`src/pva_pkg.sv`:
```
// ----------------------------------------------------------------------------
// Voice allocator package
// Shared payload types, controller states and control/status groups.
// ----------------------------------------------------------------------------
package pva_pkg;

   localparam int VOICE_W = 4;
   localparam int NOTE_W  = 7;
   localparam int MASK_W  = 12;

   localparam logic OP_NOTE_ON  = 1'b0;
   localparam logic OP_NOTE_OFF = 1'b1;

   typedef struct packed {
      logic              op;
      logic [NOTE_W-1:0] note;
   } req_payload_type;

   typedef struct packed {
      logic [VOICE_W-1:0] assigned_voice;
      logic               stolen;
      logic [MASK_W-1:0]  released_mask;
      logic [MASK_W-1:0]  active_mask;
   } rsp_payload_type;

   typedef enum logic [1:0] {
      ST_IDLE,
      ST_NOTE_ON,
      ST_SCAN,
      ST_EMIT
   } state_type;

   typedef struct packed {
      logic load;
      logic note_on;
      logic scan_step;
      logic emit;
   } cmd_type;

   typedef struct packed {
      logic in_op;
      logic scan_last;
      logic out_free;
   } status_type;

endpackage

```
`src/pva_if.sv`:
```
// ----------------------------------------------------------------------------
// Voice allocator channels
// Valid/ready channels for note events and allocation results.
// ----------------------------------------------------------------------------
interface pva_req_if import pva_pkg::*; ();
   logic            valid;
   logic            ready;
   req_payload_type payload;

   modport source (output valid, output payload, input ready);
   modport sink   (input valid, input payload, output ready);
endinterface

interface pva_rsp_if import pva_pkg::*; ();
   logic            valid;
   logic            ready;
   rsp_payload_type payload;

   modport source (output valid, output payload, input ready);
   modport sink   (input valid, input payload, output ready);
endinterface

```
`src/pva_ctrl.sv`:
```
// ----------------------------------------------------------------------------
// Voice allocator controller
// Sequences one event: accept, note-on update or note-off voice scan, emit.
// ----------------------------------------------------------------------------
module pva_ctrl import pva_pkg::*; (
   input  logic       clock,
   input  logic       reset,
   input  logic       req_valid,
   output logic       req_ready,
   input  status_type status,
   output cmd_type    cmd
);

   state_type state_ff;
   state_type state_in;

   always_ff @(posedge clock) begin
      if (reset) begin
         state_ff <= ST_IDLE;
      end else begin
         state_ff <= state_in;
      end
   end

   always_comb begin
      state_in = state_ff;
      case (state_ff)
         ST_IDLE: begin
            if (req_valid) begin
               state_in = (status.in_op == OP_NOTE_OFF) ? ST_SCAN : ST_NOTE_ON;
            end
         end
         ST_NOTE_ON: begin
            state_in = ST_EMIT;
         end
         ST_SCAN: begin
            if (status.scan_last) begin
               state_in = ST_EMIT;
            end
         end
         ST_EMIT: begin
            if (status.out_free) begin
               state_in = ST_IDLE;
            end
         end
         default: begin
            state_in = ST_IDLE;
         end
      endcase
   end

   always_comb begin
      req_ready     = 1'b0;
      cmd           = '0;
      case (state_ff)
         ST_IDLE: begin
            req_ready = 1'b1;
            cmd.load  = req_valid;
         end
         ST_NOTE_ON: begin
            cmd.note_on = 1'b1;
         end
         ST_SCAN: begin
            cmd.scan_step = 1'b1;
         end
         ST_EMIT: begin
            cmd.emit = status.out_free;
         end
         default: begin
            req_ready = 1'b0;
         end
      endcase
   end

   a_load_dispatch: assert property (@(posedge clock) disable iff (reset)
      cmd.load |=> (state_ff == ST_NOTE_ON || state_ff == ST_SCAN))
      else $error("accepted event did not start processing");

   a_scan_end: assert property (@(posedge clock) disable iff (reset)
      (state_ff == ST_SCAN && status.scan_last) |=> state_ff == ST_EMIT)
      else $error("voice scan did not end at last voice");

endmodule

```
`src/pva_datapath.sv`:
```
// ----------------------------------------------------------------------------
// Voice allocator datapath
// Priority list, per-voice note and on flag, scan index and result register.
// ----------------------------------------------------------------------------
module pva_datapath import pva_pkg::*; #(
   parameter int NUM_VOICES = 12
) (
   input  logic            clock,
   input  logic            reset,
   input  cmd_type         cmd,
   output status_type      status,
   input  req_payload_type req_payload,
   output logic            rsp_valid,
   input  logic            rsp_ready,
   output rsp_payload_type rsp_payload
);

   localparam int IDX_W = $clog2(NUM_VOICES);

   logic [IDX_W-1:0]      order_ff [NUM_VOICES];
   logic [NOTE_W-1:0]     note_ff  [NUM_VOICES];
   logic [NUM_VOICES-1:0] on_ff;
   logic [NOTE_W-1:0]     item_note_ff;
   logic [IDX_W-1:0]      scan_ff;
   logic [IDX_W-1:0]      assigned_ff;
   logic                  stolen_ff;
   logic [NUM_VOICES-1:0] released_ff;
   logic                  rsp_valid_ff;
   rsp_payload_type       rsp_payload_ff;

   logic [IDX_W-1:0]      head;
   logic                  scan_match;
   logic [NUM_VOICES-1:0] hit;
   logic [NUM_VOICES-1:0] found_ge;

   assign head       = order_ff[0];
   assign scan_match = (note_ff[scan_ff] == item_note_ff);

   // entries at or in front of the scanned voice shift back by one
   always_comb begin
      for (int i = 0; i < NUM_VOICES; i++) begin
         hit[i] = (order_ff[i] == scan_ff);
      end
      for (int i = 0; i < NUM_VOICES; i++) begin
         found_ge[i] = |(hit >> i);
      end
   end

   assign status.in_op     = req_payload.op;
   assign status.scan_last = (scan_ff == IDX_W'(NUM_VOICES - 1));
   assign status.out_free  = !rsp_valid_ff || rsp_ready;

   always_ff @(posedge clock) begin
      if (reset) begin
         for (int i = 0; i < NUM_VOICES; i++) begin
            order_ff[i] <= IDX_W'(i);
            note_ff[i]  <= '0;
         end
         on_ff        <= '0;
         rsp_valid_ff <= 1'b0;
      end else begin
         if (cmd.load) begin
            item_note_ff <= req_payload.note;
            scan_ff      <= '0;
            assigned_ff  <= '0;
            stolen_ff    <= 1'b0;
            released_ff  <= '0;
         end
         if (cmd.note_on) begin
            for (int i = 0; i < NUM_VOICES - 1; i++) begin
               order_ff[i] <= order_ff[i+1];
            end
            order_ff[NUM_VOICES-1] <= head;
            assigned_ff            <= head;
            stolen_ff              <= on_ff[head];
            note_ff[head]          <= item_note_ff;
            on_ff[head]            <= 1'b1;
         end
         if (cmd.scan_step) begin
            scan_ff <= scan_ff + 1'b1;
            if (scan_match) begin
               on_ff[scan_ff]       <= 1'b0;
               released_ff[scan_ff] <= 1'b1;
               order_ff[0]          <= scan_ff;
               for (int i = 1; i < NUM_VOICES; i++) begin
                  if (found_ge[i]) begin
                     order_ff[i] <= order_ff[i-1];
                  end
               end
            end
         end
         if (cmd.emit) begin
            rsp_valid_ff                  <= 1'b1;
            rsp_payload_ff.assigned_voice <= VOICE_W'(assigned_ff);
            rsp_payload_ff.stolen         <= stolen_ff;
            rsp_payload_ff.released_mask  <= MASK_W'(released_ff);
            rsp_payload_ff.active_mask    <= MASK_W'(on_ff);
         end else if (rsp_valid_ff && rsp_ready) begin
            rsp_valid_ff <= 1'b0;
         end
      end
   end

   assign rsp_valid   = rsp_valid_ff;
   assign rsp_payload = rsp_payload_ff;

   a_head_to_tail: assert property (@(posedge clock) disable iff (reset)
      cmd.note_on |=> order_ff[NUM_VOICES-1] == $past(order_ff[0]))
      else $error("note-on did not rotate head to tail");

   a_voice_on: assert property (@(posedge clock) disable iff (reset)
      cmd.note_on |=> on_ff[$past(order_ff[0])])
      else $error("note-on did not set voice on");

   a_release_head: assert property (@(posedge clock) disable iff (reset)
      (cmd.scan_step && scan_match) |=> order_ff[0] == $past(scan_ff))
      else $error("released voice not moved to head");

   a_voice_range: assert property (@(posedge clock) disable iff (reset)
      rsp_valid_ff |-> 32'(rsp_payload_ff.assigned_voice) < NUM_VOICES)
      else $error("assigned voice out of range");

endmodule

```
`src/polyphonic_voice_allocator.sv`:
```
// ----------------------------------------------------------------------------
// Polyphonic voice allocator
// Least-recently-used voice allocation for note-on and note-off events.
//
//   channel   dir   payload                                          handshake
//   req_ch    in    op, note                                         valid/ready
//   rsp_ch    out   assigned_voice, stolen, released_mask, active_mask valid/ready
//
// Note-on goes from transfer through the note-on step to the result; note-off first runs
// the voice scan, which visits one voice per cycle, over all NUM_VOICES voices.
// One event is in process at a time; the next transfer is taken once the
// result is loaded into the output register, even if that result still waits.
// Synchronous reset restores the identity priority order and clears all voices.
// A stalled result holds the output register and the controller in its emit step.
// ----------------------------------------------------------------------------
module polyphonic_voice_allocator import pva_pkg::*; #(
   parameter int NUM_VOICES = 12
) (
   input logic       clock,
   input logic       reset,
   pva_req_if.sink   req_ch,
   pva_rsp_if.source rsp_ch
);

   cmd_type    cmd;
   status_type status;

   pva_ctrl u_ctrl (
      .clock     (clock),
      .reset     (reset),
      .req_valid (req_ch.valid),
      .req_ready (req_ch.ready),
      .status    (status),
      .cmd       (cmd)
   );

   pva_datapath #(
      .NUM_VOICES (NUM_VOICES)
   ) u_datapath (
      .clock       (clock),
      .reset       (reset),
      .cmd         (cmd),
      .status      (status),
      .req_payload (req_ch.payload),
      .rsp_valid   (rsp_ch.valid),
      .rsp_ready   (rsp_ch.ready),
      .rsp_payload (rsp_ch.payload)
   );

endmodule
```
`src/flat_wrapper.sv`:
```
// flat-port wrapper written by rule: the top's interface ports become plain ports
module polyphonic_voice_allocator_flat import pva_pkg::*;
#(
   parameter int NUM_VOICES = 12
)
  (clock, reset, req_ch_valid, req_ch_payload, req_ch_ready, rsp_ch_valid, rsp_ch_payload, rsp_ch_ready);
  pva_req_if req_ch_i ();
  pva_rsp_if rsp_ch_i ();
  input logic clock;
  input logic reset;
  input wire logic [$bits(req_ch_i.valid)-1:0] req_ch_valid;
  input wire logic [$bits(req_ch_i.payload)-1:0] req_ch_payload;
  output wire logic [$bits(req_ch_i.ready)-1:0] req_ch_ready;
  output wire logic [$bits(rsp_ch_i.valid)-1:0] rsp_ch_valid;
  output wire logic [$bits(rsp_ch_i.payload)-1:0] rsp_ch_payload;
  input wire logic [$bits(rsp_ch_i.ready)-1:0] rsp_ch_ready;
  assign req_ch_i.valid = req_ch_valid;
  assign req_ch_i.payload = req_ch_payload;
  assign req_ch_ready = req_ch_i.ready;
  assign rsp_ch_valid = rsp_ch_i.valid;
  assign rsp_ch_payload = rsp_ch_i.payload;
  assign rsp_ch_i.ready = rsp_ch_ready;
  polyphonic_voice_allocator #(.NUM_VOICES(NUM_VOICES)) u_core (.clock(clock), .reset(reset), .req_ch(req_ch_i), .rsp_ch(rsp_ch_i));
endmodule
```
`config.mk`:
```
export PLATFORM = sky130hd
export DESIGN_NAME = polyphonic_voice_allocator_flat
export DESIGN_NICKNAME = d
export VERILOG_FILES = /design/src/pva_pkg.sv /design/src/pva_if.sv /design/src/pva_ctrl.sv /design/src/pva_datapath.sv /design/src/polyphonic_voice_allocator.sv /design/src/flat_wrapper.sv
export SDC_FILE = /design/constraint.sdc
export NUM_CORES = 1
export LEC_CHECK = 0
export ABC_AREA = 1
export BUFFER_PORTS_ARGS = -buffer_cell sky130_fd_sc_hd__buf_2
export CAP_MARGIN = 40
export CORE_MARGIN = 10
export CORE_UTILIZATION = 50
export CTS_CLUSTER_SIZE = 8
export DETAILED_ROUTE_END_ITERATION = 12
export GPL_TIMING_DRIVEN = 0
export HOLD_SLACK_MARGIN = 0.08
export PLACE_DENSITY_LB_ADDON = 0.1
export SYNTH_ARGS = -nofsm -noshare
export SYNTH_HDL_FRONTEND = slang
export SYNTH_SLANG_ARGS = --single-unit
```
`constraint.sdc`:
```
create_clock -name clock -period 4 [get_ports clock]
set_clock_uncertainty 0.2 [all_clocks]
set_input_delay 0.6 -clock clock [delete_from_list [all_inputs] [get_ports clock]]
set_output_delay 0.6 -clock clock [all_outputs]
set_load 0.01 [all_outputs]
```
==> tab_implementation.tex <==
\begin{tabular}{lr}
\hline
Metric & Value \\
\hline
\multicolumn{2}{l}{\textbf{Logic synthesis}} \\
Cell type with the highest aggregate area in the netlist & sky130\_fd\_sc\_hd\_\_edfxtp\_1 \\
Dominant cell by count in the synthesized netlist & sky130\_fd\_sc\_hd\_\_nand2\_1 \\
Largest cells by area after synthesis & sky130\_fd\_sc\_hd\_\_edfxtp\_1 (58\%), sky130\_fd\_sc\_hd\_\_nand2\_1 (10\%), sky130\_fd\_sc\_hd\_\_nand3\_1 (6.1\%), sky130\_fd\_sc\_hd\_\_nor2\_1 (4.4\%), sky130\_fd\_sc\_hd\_\_inv\_1 (4.1\%) \\
Adder-cell area share of the yosys netlist & 0.884\% \\
Cell area after technology mapping & 0.0113 mm\^{}2 \\
Post-synthesis instance total & 1,189 \\
Fraction of the yosys area taken by sequential cells & 60.9\% \\
Post-synthesis xor/xnor area fraction & 3.33\% \\
Simple-gate share of the synthesized area & 25.2\% \\
Share of flip-flops with an asynchronous set or reset after synthesis & 0\% \\
Number of enable flip-flop cells after synthesis & 217 \\
Compound-Gate Fraction of Synth Area & 2.74\% \\
Most frequently used flop master after synthesis & sky130\_fd\_sc\_hd\_\_edfxtp\_1 \\
Yosys warns & 0 \\
Top cell types by occurrence after synthesis & sky130\_fd\_sc\_hd\_\_nand2\_1 (315), sky130\_fd\_sc\_hd\_\_edfxtp\_1 (217), sky130\_fd\_sc\_hd\_\_nand3\_1 (139) \\
Syn Nets & 1,209 \\
Number of storage elements in the synthesis netlist & 236 \\
Avg Inst Size Synth & 9.52 um\^{}2 \\
Fraction of synthesized cell area taken by the top area cell type & 57.5\% \\
Largest family of logic cells by synthesized area & simple AND/OR/NAND/NOR gates \\
Share of cell area taken by muxes after synthesis & 0\% \\
Number of distinct library cell variants in the gate-level netlist after synthesis & 32 \\
\multicolumn{2}{l}{\textbf{Clock network}} \\
Reg clk slew, reported paths & 0.05 ns \\
Clk buf depth & 3 \\
Buffer cell driving the clock tree root & sky130\_fd\_sc\_hd\_\_clkbuf\_16 \\
\# resized after CTS & 0 \\
Number of H-tree branching levels & 2 \\
Total clock buffers created by CTS & 35 \\
CTS tree & yes \\
TritonCTS sink count & 236 \\
Clock latency on the worst-skew pair & 0.51 ns \\
\multicolumn{2}{l}{\textbf{STA}} \\
Max-slew violation count & 0 \\
Headroom to the max-slew limit & 38.7\% \\
Slew @ Worst Pin & 0.915 ns \\
Setup\_tns & 0 ns \\
Setup repair after global routing missed its margin & no \\
Fraction of the cycle the final worst path needs & 79.2\% \\
Highest Clock Rate & 316 MHz \\
Total count of hold-check failures in the final report & 0 \\
Number of endpoints failing setup at the final stage & 0 \\
Post-route minimum period & 3.17 ns \\
\multicolumn{2}{l}{\textbf{Hold path}} \\
Instance count along the most critical hold path & 3 \\
Worst Hold Class & in2reg \\
\multicolumn{2}{l}{\textbf{Setup path}} \\
Slowest CP cell & sky130\_fd\_sc\_hd\_\_nand3\_1 \\
CP required & 3.96 ns \\
Reg-to-reg setup timing slack & 0.83 ns \\
Largest driver fanout on the critical path & 10 \\
Reg2reg path depth & 7 \\
Critical path endpoint category & flip-flop \\
Cells along the critical path & inv\_1 > ha\_1 > inv\_1 > nor2\_1 > clkbuf\_1 > nand3\_1 > nand2\_1 \\
Data arrival time of the critical path & 3.12 ns \\
Library cell appearing most often on the critical path & sky130\_fd\_sc\_hd\_\_inv\_1 \\
Critical Setup Path Class & reg2reg \\
Critical path's largest stage delay & 0.49 ns \\
Category of the worst setup path launch point & flip-flop \\
\multicolumn{2}{l}{\textbf{Cells and area}} \\
Total inserted antenna cells & 0 \\
Number of fill cells in the layout & 1,959 \\
Layout cell share with drive strength beyond 1 & 10.4\% \\
Final-stage net count & 1,302 \\
Layout-stage area growth over the synthesis result & 15.0\% \\
Final core area utilization & 58.1\% \\
\multicolumn{2}{l}{\textbf{Power}} \\
Leakage power summed over all cells & 5.46 nW \\
Power per cell area & 610 mW/mm\^{}2 \\
Worst IR drop on VDD & 0.388 mV \\
\multicolumn{2}{l}{\textbf{Detailed routing}} \\
Routed via count divided by cell count & 5.49 \\
DRC & 0 \\
Total wire length after detailed routing & 30.8 mm \\
TritonRoute pass-1 iters & 6 \\
Vias & 8,670 \\
Number of DRC violations after detailed-routing iteration 0 & 811 \\
Average wire per standard cell & 19.5 um \\
Remaining antenna violation count after routing & 0 \\
\multicolumn{2}{l}{\textbf{Global routing}} \\
Total overflow reported by the global router & 0 \\
Met1 demand-to-capacity share in global routing & 27.5\% \\
Antenna violations before repair & 0 \\
Via count of the first global-routing pass & 8,506 \\
Most Crowded Layer GR & met2 \\
Grt met3 use & 4.17\% \\
Met2 demand-to-capacity share in global routing & 35.1\% \\
Overall global routing resource usage & 21.4\% \\
Maximum number of pins on one net before global-route repair & 14 \\
Wire length of the first global-routing pass & 47.9 mm \\
\multicolumn{2}{l}{\textbf{Floorplan}} \\
Starting utilization of the core area & 50.5\% \\
Horizontal die dimension & 170 um \\
Die boundary height & 170 um \\
IO Pins & 43 \\
Placement Rows & 55 \\
Overall die area & 0.0291 mm\^{}2 \\
Area of the core region & 0.0224 mm\^{}2 \\
\multicolumn{2}{l}{\textbf{Placement}} \\
Input/output buffers & 42 \\
Total half-perimeter wirelength after legalization and detailed placement & 21.8 mm \\
Weighted congestion at the end of routability-driven global placement & 0.961 \\
\multicolumn{2}{l}{\textbf{Job}} \\
Number of maximum-capacitance violations & 0 \\
\multicolumn{2}{l}{\textbf{Outcome}} \\
Outcome & finished, final reports clean \\
\hline
\end{tabular}
## worst max-delay path: cells and delay by family, from the launching register on
family / cells / cell delay, ns
AND/OR/NAND/NOR: 3 / 1.45
buffers and inverters: 3 / 0.65
flip-flops: 1 / 0.32
adder cells (fa/ha/maj): 1 / 0.20
## placed cells by master, fill, tap and decap left out, drive strengths merged
cell / count
nand2: 316
edfxtp: 217
nand3: 149
nor2: 134
inv: 127
buf: 87
clkbuf: 72
nand4: 53
xnor2: 34
o21ai: 31
dfxtp: 19
a21oi: 12
xor2: 9
ha: 8
dlygate4sd3: 7
nor3: 4
a22oi: 3
a31oi: 2
o221ai: 2
a221oi: 2
o211ai: 1
o2111a: 1
nor3b: 1
o22ai: 1
or2: 1
clkinv: 1
bufinv: 1
## repair_timing
action	in CTS	in global routing
setup buffers	0	0
hold buffers	7	0
endpoints found under the hold margin	7	0
## layout make-up
| cell class | instances | area, um^2 | area share (%) |
|---|---|---|---|
| Timing Repair Buffer | 56 | 340 | 2.61 |
| Clock buffer | 47 | 942 | 7.23 |
| Buffer | 63 | 313 | 2.40 |
| Sequential cell | 236 | 6900 | 52.9 |
| Inverter | 126 | 473 | 3.63 |
| Tap cell | 285 | 357 | 2.74 |
| Multi-Input combinational cell | 764 | 3650 | 28.0 |
| Clock inverter | 3 | 55.1 | 0.423 |
## metal layers
| metal | vias to the layer above | share of wire [%] |
|---|---|---|
| met2 | 352 | 47 |
| met5 | - | 0 |
| met4 | 0 | 3.6 |
| met3 | 82 | 7.3 |
| li1 | 4150 | - |
| met1 | 4086 | 42 |
## registers in the layout, indices dropped and copies added (netlist names), named ones only
name / cells
u_core.u_ctrl.state_ff: 2
u_core.u_datapath.item_note_ff: 7
u_core.u_datapath.order_ff: 48
u_core.u_datapath.scan_ff: 4
u_core.u_datapath.on_ff: 12
u_core.u_datapath.rsp_payload: 29
u_core.u_datapath.rsp_valid: 1
u_core.u_datapath.assigned_ff: 4
u_core.u_datapath.stolen_ff: 1
u_core.u_datapath.released_ff: 12
u_core.u_datapath.note_ff: 112
## power breakdown
group	internal, mW	switching [mW]	total [mW]
Combinational	0.596	1.46	2.06
Clock	1.69	1.01	2.70
Sequential	3.02	0.169	3.19
## stage by stage
stage	instance area, um^2	power (mW)	hold slack [ns]	std cells	worst slack [ns]
CTS	13000	7.97	0.154	1580	0.889
finish	13000	7.95	0.166	1580	0.831
detailed placement	12000	5.25	0.205	1523	0.557
global placement	11900	5.22	0.207	1516	-0.841
floorplan	11300	4.58	0.200	1189	0.292
global route	13000	8.33	0.178	1580	0.657
## worst paths after layout
check | startpoint | endpoint
max | u_core.u_ctrl.state_ff[1]$_SDFFE_PP0P_ | u_core.u_datapath.note_ff[11][4]$_SDFFCE_PN0P_
min | req_ch_payload[7] | u_core.u_ctrl.state_ff[1]$_SDFFE_PP0P_
max reg2reg | u_core.u_ctrl.state_ff[1]$_SDFFE_PP0P_ | u_core.u_datapath.note_ff[11][4]$_SDFFCE_PN0P_
min reg2reg | u_core.u_datapath.stolen_ff$_SDFFCE_PP0P_ | u_core.u_datapath.rsp_payload[24]$_DFFE_PP_
## cells by family (layout without fill, tap and decap cells)
logic type,after synthesis,in the layout
compound gates,55,55
xor+xnor,43,43
fa+ha+maj,8,8
buf+inv,189,295
flops,236,236
simple gates,658,658
Power figures use the tool's default switching activity.
